$ cat config.mk
export PLATFORM = sky130hd
export DESIGN_NAME = plsu_front
export DESIGN_NICKNAME = d
export VERILOG_FILES = /design/src/plsu_pkg.sv /design/src/plsu_front.sv
export SDC_FILE = /design/constraint.sdc
export NUM_CORES = 1
export LEC_CHECK = 0
export ABC_AREA = 1
export ABC_CLOCK_PERIOD_IN_PS = 14100
export BUFFER_PORTS_ARGS = -buffer_cell sky130_fd_sc_hd__buf_2
export CAP_MARGIN = 20
export CORE_ASPECT_RATIO = 1.25
export CORE_MARGIN = 4
export CORE_UTILIZATION = 44
export CTS_CLUSTER_SIZE = 10
export DETAILED_ROUTE_END_ITERATION = 8
export PLACE_DENSITY = 0.68
export SYNTH_ARGS = -nofsm -noshare
export SYNTH_HDL_FRONTEND = slang
export SYNTH_SLANG_ARGS = --single-unit
$ cat constraint.sdc
create_clock -name clock -period 14.1 [get_ports clock]
set_input_delay 1.41 -clock clock [delete_from_list [all_inputs] [get_ports clock]]
set_output_delay 1.41 -clock clock [all_outputs]
set_load 0.05 [all_outputs]
$ cat src/plsu_pkg.sv
package plsu_pkg;

   localparam logic [5:0] OP_LBZ      = 6'd0;
   localparam logic [5:0] OP_LWZUX    = 6'd15;
   localparam logic [5:0] OP_LHBRX    = 6'd16;
   localparam logic [5:0] OP_LWBRX    = 6'd17;
   localparam logic [5:0] OP_LWARX    = 6'd18;
   localparam logic [5:0] OP_LMW      = 6'd19;
   localparam logic [5:0] OP_STB      = 6'd20;
   localparam logic [5:0] OP_STWUX    = 6'd31;
   localparam logic [5:0] OP_STHBRX   = 6'd32;
   localparam logic [5:0] OP_STWBRX   = 6'd33;
   localparam logic [5:0] OP_STMW     = 6'd34;
   localparam logic [5:0] OP_LFS      = 6'd35;
   localparam logic [5:0] OP_STFDUX   = 6'd50;
   localparam logic [5:0] OP_HOST_GPR = 6'd51;
   localparam logic [5:0] OP_HOST_FPR = 6'd52;

   localparam logic [4:0] LAST_REG = 5'd31;

   typedef struct packed {
      logic       valid_op;
      logic       host;
      logic [2:0] nbytes_m1;
      logic       store;
      logic       upd;
      logic       idx;
      logic       sext;
      logic       le;
      logic       res;
      logic       fpr;
      logic       mult;
   } ctl_type;

   typedef struct packed {
      ctl_type     ctl;
      logic [4:0]  reg_a;
      logic [4:0]  reg_b;
      logic [4:0]  reg_d;
      logic [15:0] disp;
      logic [63:0] host_value;
   } item_type;

   typedef struct packed {
      logic        valid;
      logic [31:0] effective_address;
      logic        reg_written;
      logic        reg_is_float;
      logic [4:0]  reg_number;
      logic [63:0] reg_value;
      logic        mem_written;
      logic        reserve_valid;
      logic        last;
   } rsp_type;

   typedef enum logic [3:0] {
      ST_IDLE,
      ST_BASE,
      ST_INDEX,
      ST_ISSUE,
      ST_SRC,
      ST_MEM,
      ST_MEMW,
      ST_WB,
      ST_UPD
   } state_type;

   function automatic ctl_type decode(input logic [5:0] op);
      ctl_type    c;
      logic [5:0] off;
      c = '0;
      off = op - OP_LFS;
      c.valid_op = 1'b1;
      case (op) inside
         [OP_LBZ:OP_LWZUX]: begin
            c.upd = op[0];
            c.idx = op[1];
            case (op[3:2])
               2'd0: c.nbytes_m1 = 3'd0;
               2'd1: begin
                  c.nbytes_m1 = 3'd1;
                  c.sext = 1'b1;
               end
               2'd2: c.nbytes_m1 = 3'd1;
               default: c.nbytes_m1 = 3'd3;
            endcase
         end
         OP_LHBRX: begin
            c.nbytes_m1 = 3'd1;
            c.le = 1'b1;
            c.idx = 1'b1;
         end
         OP_LWBRX: begin
            c.nbytes_m1 = 3'd3;
            c.le = 1'b1;
            c.idx = 1'b1;
         end
         OP_LWARX: begin
            c.nbytes_m1 = 3'd3;
            c.res = 1'b1;
            c.idx = 1'b1;
         end
         OP_LMW: begin
            c.nbytes_m1 = 3'd3;
            c.mult = 1'b1;
         end
         [OP_STB:OP_STWUX]: begin
            c.store = 1'b1;
            c.upd = op[0];
            c.idx = op[1];
            case (op[3:2])
               2'd1: c.nbytes_m1 = 3'd0;
               2'd2: c.nbytes_m1 = 3'd1;
               default: c.nbytes_m1 = 3'd3;
            endcase
         end
         OP_STHBRX: begin
            c.store = 1'b1;
            c.nbytes_m1 = 3'd1;
            c.le = 1'b1;
            c.idx = 1'b1;
         end
         OP_STWBRX: begin
            c.store = 1'b1;
            c.nbytes_m1 = 3'd3;
            c.le = 1'b1;
            c.idx = 1'b1;
         end
         OP_STMW: begin
            c.store = 1'b1;
            c.nbytes_m1 = 3'd3;
            c.mult = 1'b1;
         end
         [OP_LFS:OP_STFDUX]: begin
            c.fpr = 1'b1;
            c.store = off[3];
            c.nbytes_m1 = off[2] ? 3'd7 : 3'd3;
            c.upd = off[0];
            c.idx = off[1];
         end
         OP_HOST_GPR: c.host = 1'b1;
         OP_HOST_FPR: begin
            c.host = 1'b1;
            c.fpr = 1'b1;
         end
         default: c.valid_op = 1'b0;
      endcase
      return c;
   endfunction

endpackage

$ cat src/plsu_front.sv
module plsu_front (
   input  logic                clock,
   input  logic                reset,
   input  logic                start,
   output logic                busy,
   input  logic [5:0]          req_opcode,
   input  logic [4:0]          req_reg_a,
   input  logic [4:0]          req_reg_b,
   input  logic [4:0]          req_reg_d,
   input  logic signed [15:0]  req_displacement,
   input  logic [63:0]         req_host_value,
   output logic                q_valid,
   output plsu_pkg::item_type  q_item,
   input  logic                q_pop
);

   plsu_pkg::item_type entry_ff [2];
   logic               wr_ptr_ff, wr_ptr_in;
   logic               rd_ptr_ff, rd_ptr_in;
   logic [1:0]         cnt_ff, cnt_in;
   plsu_pkg::item_type new_item;
   logic               push;

   always_comb begin
      new_item.ctl        = plsu_pkg::decode(req_opcode);
      new_item.reg_a      = req_reg_a;
      new_item.reg_b      = req_reg_b;
      new_item.reg_d      = req_reg_d;
      new_item.disp       = req_displacement;
      new_item.host_value = req_host_value;
   end

   assign busy    = (cnt_ff == 2'd2);
   // Unused opcodes are taken and dropped here; they never reach the back end.
   assign push    = start && !busy && new_item.ctl.valid_op;
   assign q_valid = (cnt_ff != 2'd0);
   assign q_item  = entry_ff[rd_ptr_ff];

   always_comb begin
      wr_ptr_in = wr_ptr_ff ^ push;
      rd_ptr_in = rd_ptr_ff ^ q_pop;
      cnt_in    = cnt_ff + {1'b0, push} - {1'b0, q_pop};
   end

   always_ff @(posedge clock) begin
      if (push) begin
         entry_ff[wr_ptr_ff] <= new_item;
      end
      if (reset) begin
         wr_ptr_ff <= 1'b0;
         rd_ptr_ff <= 1'b0;
         cnt_ff    <= 2'd0;
      end else begin
         wr_ptr_ff <= wr_ptr_in;
         rd_ptr_ff <= rd_ptr_in;
         cnt_ff    <= cnt_in;
      end
   end

endmodule

Yosys cells after proc, flatten, opt, wreduce, memory -nomap -nowiden

Memory sizes are Yosys's and may differ from the RTL's. A register that Yosys moved wholly into a read port is not among the register bits.
Index checks and enable logic that the tools add are counted.

Register bits after elaboration: 4
Logic and storage cells: 138
Memories: 1
Bits of input ports: 105
Bits in writable memories: 216

$lt $le $gt $ge: 6
Reductions and logical operators: 9
$add $sub $neg: 3
Bitwise logic cells: 2
Eq/ne operators: 12
Multiplexer cells: 102

Memories:

| name     | depth | bits a word | rd ports | clocked after memory_dff | wr ports | RTL line         | RTL |
|---|---|---|---|---|---|---|---|
| entry_ff | 2     | 108         | 1        | 1                        | 1        | plsu_front.sv:17 | `plsu_pkg::item_type entry_ff [2];` |

Operators with widths:

| kind                                                                                 | number |
|---|---|
| 1-bit 2-to-1 mux                                                                     | 89 |
| 3-bit 2-to-1 mux                                                                     | 11 |
| 6-bit equality test (second input constant)                                          | 5 |
| 6-bit by 5-bit equality test with 1-bit output (second input constant)               | 4 |
| 2-bit case mux with 2 select lines                                                   | 2 |
| 6-bit by 1-bit greater-or-equal comparator with 1-bit output (second input constant) | 1 |
| 6-bit by 5-bit greater-or-equal comparator with 1-bit output (second input constant) | 1 |
| 6-bit greater-or-equal comparator (second input constant)                            | 1 |
| 6-bit by 4-bit less-or-equal comparator with 1-bit output (second input constant)    | 1 |
| 6-bit by 5-bit less-or-equal comparator with 1-bit output (second input constant)    | 1 |
| 6-bit less-or-equal comparator (second input constant)                               | 1 |
| 1-bit logical AND                                                                    | 5 |
| 2-bit equality test (second input constant)                                          | 2 |
| 4-bit by 2-bit subtractor with 4-bit output (second input constant)                  | 1 |
| 2-bit by 1-bit adder with 2-bit output                                               | 1 |
| 2-bit by 1-bit equality test with 1-bit output (second input constant)               | 1 |
| 2-bit logical NOT                                                                    | 1 |
| 2-bit nonzero test                                                                   | 1 |
| 2-bit OR reduction                                                                   | 1 |
| 2-bit by 1-bit subtractor with 2-bit output                                          | 1 |
| 1-bit XOR                                                                            | 2 |
| 1-bit logical NOT                                                                    | 1 |

Longest topological paths before layout

Gate-level depths: netlist (run 1).

Depth after elaboration: 16
Depth in mapped cells: 15
Depth with buffers taken out: 15

Worst setup path before layout (run 1)

OpenSTA, ideal clock, no wires.

Path type: input -> register
From: input port req_opcode[3]
To: memory entry_ff[1][0] (netlist bit) (enable)
Stages on the path: 11
Data required time: 13.620 ns
Data arrival time: 5.019 ns
Path slack: 8.601 ns
Path buffers: 0
Path through: inv_1 ha_1 nand2_2 nand2_1 nor2_1 nor2_2 nand2_2 nand3_2 nor2_2 nor2_1 ha_1

Cells in the longest elaborated chain, start to end: 16
Elaborated cells on any way between the ends: 33

Ends and longest elaborated chain:

| what                                                                                       | RTL line         | RTL |
|---|---|---|
| start, declared                                                                            | plsu_front.sv:6  | `input logic [5:0] req_opcode,` |
| parallel branches: the longest is 12 deep, another holds 6-bit greater-or-equal comparator | --               |  |
| 1-bit 2-to-1 mux *                                                                         | plsu_pkg.sv:74   | `case (op) inside` |
| 1-bit logical AND *                                                                        | plsu_front.sv:35 | `assign push = start && !busy && new_item.ctl.valid_op;` |
| 1-bit 2-to-1 mux *                                                                         | plsu_front.sv:46 | `if (push) begin` |
| 1-bit 2-to-1 mux (not written as such) *                                                   | plsu_front.sv:47 | `entry_ff[wr_ptr_ff] <= new_item;` |
| end, declared                                                                              | plsu_front.sv:17 |  |

Every way passes the cells marked *.

Worst setup path in the final report (run 1)

From: input port req_opcode[3]
To: memory entry_ff[0][6] (netlist bit) (enable)

The elaborated chain is that of the path after synthesis.

==> flow_summary.ini, run 1 <==
[timing]
setup_tns_ps = 0
worstMarginPinSlew_ps = 807.9
layout_setup_ws_ps = 9789
fin_crit_ps = 4311
clock-skew-final_ps = 12.80
drv_slew = 0
rsz0062_at_grt = false
relSlewSlack = 0.4614
fmax_mhz = 231.9
holdWs_ps = 645.5
hold_viol_final = 0
period_share = 0.3058
setup_viol = 0

[yosys]
synth_area_leader_cell = edfxtp_1
synth_top_area_share = 0.7567
ys_top_cells_by_area = edfxtp_1 76%, mux2_2 14%, ha_1 1.9%, nand2_1 1.3%, nor2_1 1.1%
yosys_most_used_dff = edfxtp_1
ys_top_cells_by_count = 216 x edfxtp_1, 108 x mux2_2, 30 x nand2_1
synth_cell_types = 29
synth_edf_count = 216
syn_avg_cell_area_sq_um = 18.05
synth_nets = 593
yosysWarnings = 0
post-synth-top-count-cell = edfxtp_1
async_flop_share = 0
ys_seq_area_frac = 0.7660
ys_ff_latch = 220
synthesis.area_sq_um = 8572
synthCells = 475

[worst_setup_path]
crit_type = in2reg
cp_data_required_time_ps = 14230
critPathCaptureType = flop
worstPathMaxFanout = 55
cp-start-kind = primary input
arrival_ps = 4440

[die]
io_pins = 215
die_area_sq_um = 21790
initial_core_util = 0.4514
rows = 56
die_w_microns = 132.8
die-height_microns = 164.1
core_area_sq_um = 18990

[route]
via_per_inst = 4.851
avgRoutedWirePerCell_microns = 18.14
vias = 4773
post-route-drc-count = 0
dr.pass1.iters = 4
drt-initial-drc-count = 306
wirelength_microns = 17850
antenna_left = 0

[finish]
final-seq-area_sq_um = 6570
n_fill_cell = 1537
drive_gt1_frac = 0.5201
final_cell_count_no_fill = 984
nNetsFinal = 826
multi_input_area_sq_um = 1859
area_growth_pct = 24.67

[global_routing]
grt_pass1_wl_microns = 27380
gr-usage-met1 = 0.1892
first_global_vias = 5160
antenna_found_initial = 3
grt_max_degree = 63
gr-total-overflow = 0
use_met2 = 0.2927
grt_use_total = 0.1597
top_usage_layer = met2
use_met3 = 0.03309

[min_path]
hold_path_class = reg2reg

[clock_network]
cts_sinks = 220
clk_pin_slew_worst_paths_ps = 50
htreeDepth = 1
clock_path_buffers = 3
ctsResizeCount = 0
cts_buffers = 26
cts_hold_buf = 0
cts_root_buf = clkbuf_16
post-cts-setup-buffers = 0
insertion_delay_ps = 510
cts_tree = built

[power_and_ir_drop]
p_int_w = 0.001216
fin_total_pwr_w = 0.001717
p_comb_frac = 0.202
leakage_nw = 4.092
netSwitchingFraction = 0.2915
power_density_nw_per_um2 = 160.6
power.clock.fraction = 0.330
ir_drop_mv = 0.09324
p_switching_w = 0.0005005
seqPwrFrac = 0.468

[placement]
place.port_buffers = 214
place_congestion = 0.9138
dp.cells = 941
dp_hpwl_microns = 12530
place_ws_ps = 9246

[flow_run]
cap_violations = 0

[run_status]
outcome = completed
cells by family (layout without fill, tap and decap cells):
group / Yosys count / after routing / share of synthesized area
flops: 220 / 220 / 0.7660
mux: 108 / 108 / 0.1419
simple gates: 77 / 77 / 0.04029
buf+inv: 40 / 286 / 0.02000
fa+ha+maj: 13 / 13 / 0.01898
compound gates: 13 / 13 / 0.008759
xor+xnor: 4 / 4 / 0.004088
other cells: 0 / 2 / 0
power by group through the flow:
stage / combinational, W / sequential (W) / clock [W]
floorplan: 0.000265 / 0.000812 / 0
global placement: 0.000347 / 0.000814 / 0
detailed placement: 0.000351 / 0.000817 / 0
CTS: 0.000353 / 0.000804 / 0.000581
global route: 0.000367 / 0.000808 / 0.000613
finish: 0.000347 / 0.000803 / 0.000566
through the flow:
stage / util / instance area (sq um)
global route: 0.5628 / 10690
CTS: 0.5625 / 10680
floorplan: - / 8572
detailed placement: 0.5243 / 9956
global placement: 0.5243 / 9956
finish: 0.5628 / 10690
metal layers:
metal,share of wire,vias to the layer above
li1,-,2239
met1,0.37,2340
met2,0.55,160
met3,0.058,32
met4,0.020,2
met5,0.00067,-
critical path, stage by stage:
cell     delay, ps
buf_2          110
inv_1          140
ha_1           350
nand2_2        130
nor2_2         210
nor2_1         100
nand4_1        170
nor2_2          50
nor2_1         260
ha_4           700
buf_4          710
state kept, by name (all words and copies together) (netlist names):
register and flops:
cnt_ff 2, wr_ptr_ff 1, rd_ptr_ff 1, entry_ff 216
cells in the final DEF, fill, tap and decap left out, drive strengths merged:
master and n:
buf 217, edfxtp 216, mux2 108, clkbuf 38
nand2 37, nor2 31, inv 27, ha 13
a21oi 5, o21ai 5, dfxtp 4, clkinv 4
nor3 3, nand3 3, diode 2, xor2 2
xnor2 2, nand4 1, a21boi 1, or2 1
o21bai 1, o22ai 1, nor3b 1
path summary, 6_finish.rpt:
| check | slack, ps | cells past startpoint | to | start |
|---|---|---|---|---|
| hold reg to reg | 650 | 3 | wr_ptr_ff | wr_ptr_ff |
| hold / removal | 650 | 3 | wr_ptr_ff | wr_ptr_ff |
| setup / recovery | 9790 | 11 | entry_ff[0][6] | req_opcode[3] |
| setup reg to reg | 11350 | 5 | entry_ff[0][6] | cnt_ff[1] |
final cells by class:
type,instances,area share
sequential,220,0.6148
multi-input combinational,215,0.1740
timing repair buffer,217,0.1023
clock buffer,38,0.06510
tap,261,0.03056
inverter,28,0.009952
clock inverter,3,0.002810
antenna,2,0.0004683
Power figures use the tool's default switching activity.
==> inputs of run 2 (changes only) <==
ABC_CLOCK_PERIOD_IN_PS = 4100   (was 14100)
clock period = 4.1 ns   (was 14.1 ns; I/O delays follow)
==> flow_summary.ini, run 2 (same netlist as run 1, synthesis figures left out) <==
[worst_setup_path]
cp_slowest_stage_delay_ps = 930
critPathCaptureType = output port
worstPathMaxFanout = 63
path_cells = buf_12 > mux2_2 > buf_2
cp-start-kind = flop
worst_path_max_delay_cell = dfxtp_4
crit_type = reg2out
critPathTopFamily = flip-flops
crit_buf_inv = 2
rrSetupSlack_ps = 2000
arrival_ps = 2410
cp_data_required_time_ps = 3690

[timing]
period_share = 0.6888
setup_tns_ps = 0
setup_viol = 0
rsz0062_at_grt = false
layout_setup_ws_ps = 1276
holdWs_ps = 100.5
drv_slew = 0
relSlewSlack = 0.3952
fin_crit_ps = 2824
clock-skew-final_ps = 12.31
fmax_mhz = 354.1
worstMarginPinSlew_ps = 907.3
hold_viol_final = 0

[global_routing]
gr-total-overflow = 0
gr-usage-met1 = 0.1827
grt_pass1_wl_microns = 27210
top_usage_layer = met2
use_met3 = 0.02757
antenna_found_initial = 1
grt_max_degree = 97
grt_use_total = 0.1592
use_met2 = 0.2967
first_global_vias = 5176

[die]
die_area_sq_um = 21790
io_pins = 215
die-height_microns = 164.1
die_w_microns = 132.8
rows = 56
core_area_sq_um = 18990
initial_core_util = 0.4514

[clock_network]
post-cts-setup-buffers = 0
cts_buffers = 26
cts_tree = built
cts_root_buf = clkbuf_16
cts_hold_buf = 0
cts_sinks = 220
clock_path_buffers = 3
insertion_delay_ps = 500
clk_pin_slew_worst_paths_ps = 60
htreeDepth = 1
ctsResizeCount = 0

[route]
dr.pass1.iters = 4
post-route-drc-count = 0
wirelength_microns = 17820
drt-initial-drc-count = 218
antenna_left = 0
avgRoutedWirePerCell_microns = 18.11
via_per_inst = 4.882
vias = 4804

[finish]
multi_input_area_sq_um = 1859
reg_top3 = entry_ff x216, cnt_ff x2
final_util = 0.5666
drive_gt1_frac = 0.5214
largest-register = entry_ff
n_fill_cell = 1519
nNetsFinal = 829
largest_register_ffs = 216
area_growth_pct = 25.50
layout.cells.most_common = edfxtp_1
insertedDiodeCount = 0
final-seq-area_sq_um = 6570
final_cell_mix = 216 x edfxtp_1, 214 x buf_2, 108 x mux2_2

[flow_run]
cap_violations = 0

[power_and_ir_drop]
ir_drop_mv = 0.3857
leakage_nw = 4.123
power_density_nw_per_um2 = 550.9
p_switching_w = 0.001702
p_int_w = 0.004225
seqPwrFrac = 0.467
netSwitchingFraction = 0.2872
fin_total_pwr_w = 0.005927
power.clock.fraction = 0.330
p_comb_frac = 0.203

[min_path]
hold_path_class = in2reg

[placement]
place.port_buffers = 214
place_congestion = 0.8310
dp_hpwl_microns = 12540
place_ws_ps = 849.0

[run_status]
outcome = completed
## run 2: power groups by stage
stage	registers [W]	logic, W	clock network, W
6_report	0.00277	0.00120	0.00196
5_1_grt	0.00278	0.00127	0.00211
4_1_cts	0.00277	0.00122	0.00202
3_5_place_dp	0.00281	0.00121	0
3_3_place_gp	0.00280	0.00120	0
2_1_floorplan	0.00279	0.000912	0
## run 2: final timing paths
check,depth (start not counted),startpoint,endpoint
max,3,rd_ptr_ff,q_item[13]
min,1,req_reg_d[3],entry_ff[1][83]
max reg2reg,5,cnt_ff[1],entry_ff[1][45]
min reg2reg,3,cnt_ff[1],cnt_ff[1]
## run 2: stage by stage
step                      area (sq um)  std cells
after global placement           10030        944
final                            10760        984
after detailed placement         10030        944
after CTS                        10760        984
after floorplan                   8572        475
after global routing             10760        984
## run 2: layer usage
layer  vias to the layer above  wire [microns]
met5                         -               8
met4                         2             572
met3                        42            1144
met2                       178            9501
met1                      2346            6594
li1                       2236               -
## run 2: area by class of cell
| class | count | area share |
|---|---|---|
| clock buffers | 39 | 0.06699 |
| inverters | 28 | 0.009886 |
| repair buffers | 220 | 0.1084 |
| flip-flops and latches | 220 | 0.6107 |
| multi-input cells | 215 | 0.1728 |
| clock inverters | 1 | 0.0008141 |
| well taps | 261 | 0.03036 |
## run 2: worst reg2reg max path: cells and delay by family, from the launching register on
kind,cells,cell delay (ps)
AOI/OAI and AO/OA,1,120
adders and majority gates,1,600
buffers and inverters,2,480
DFF,1,300
and+or+nand+nor,1,300
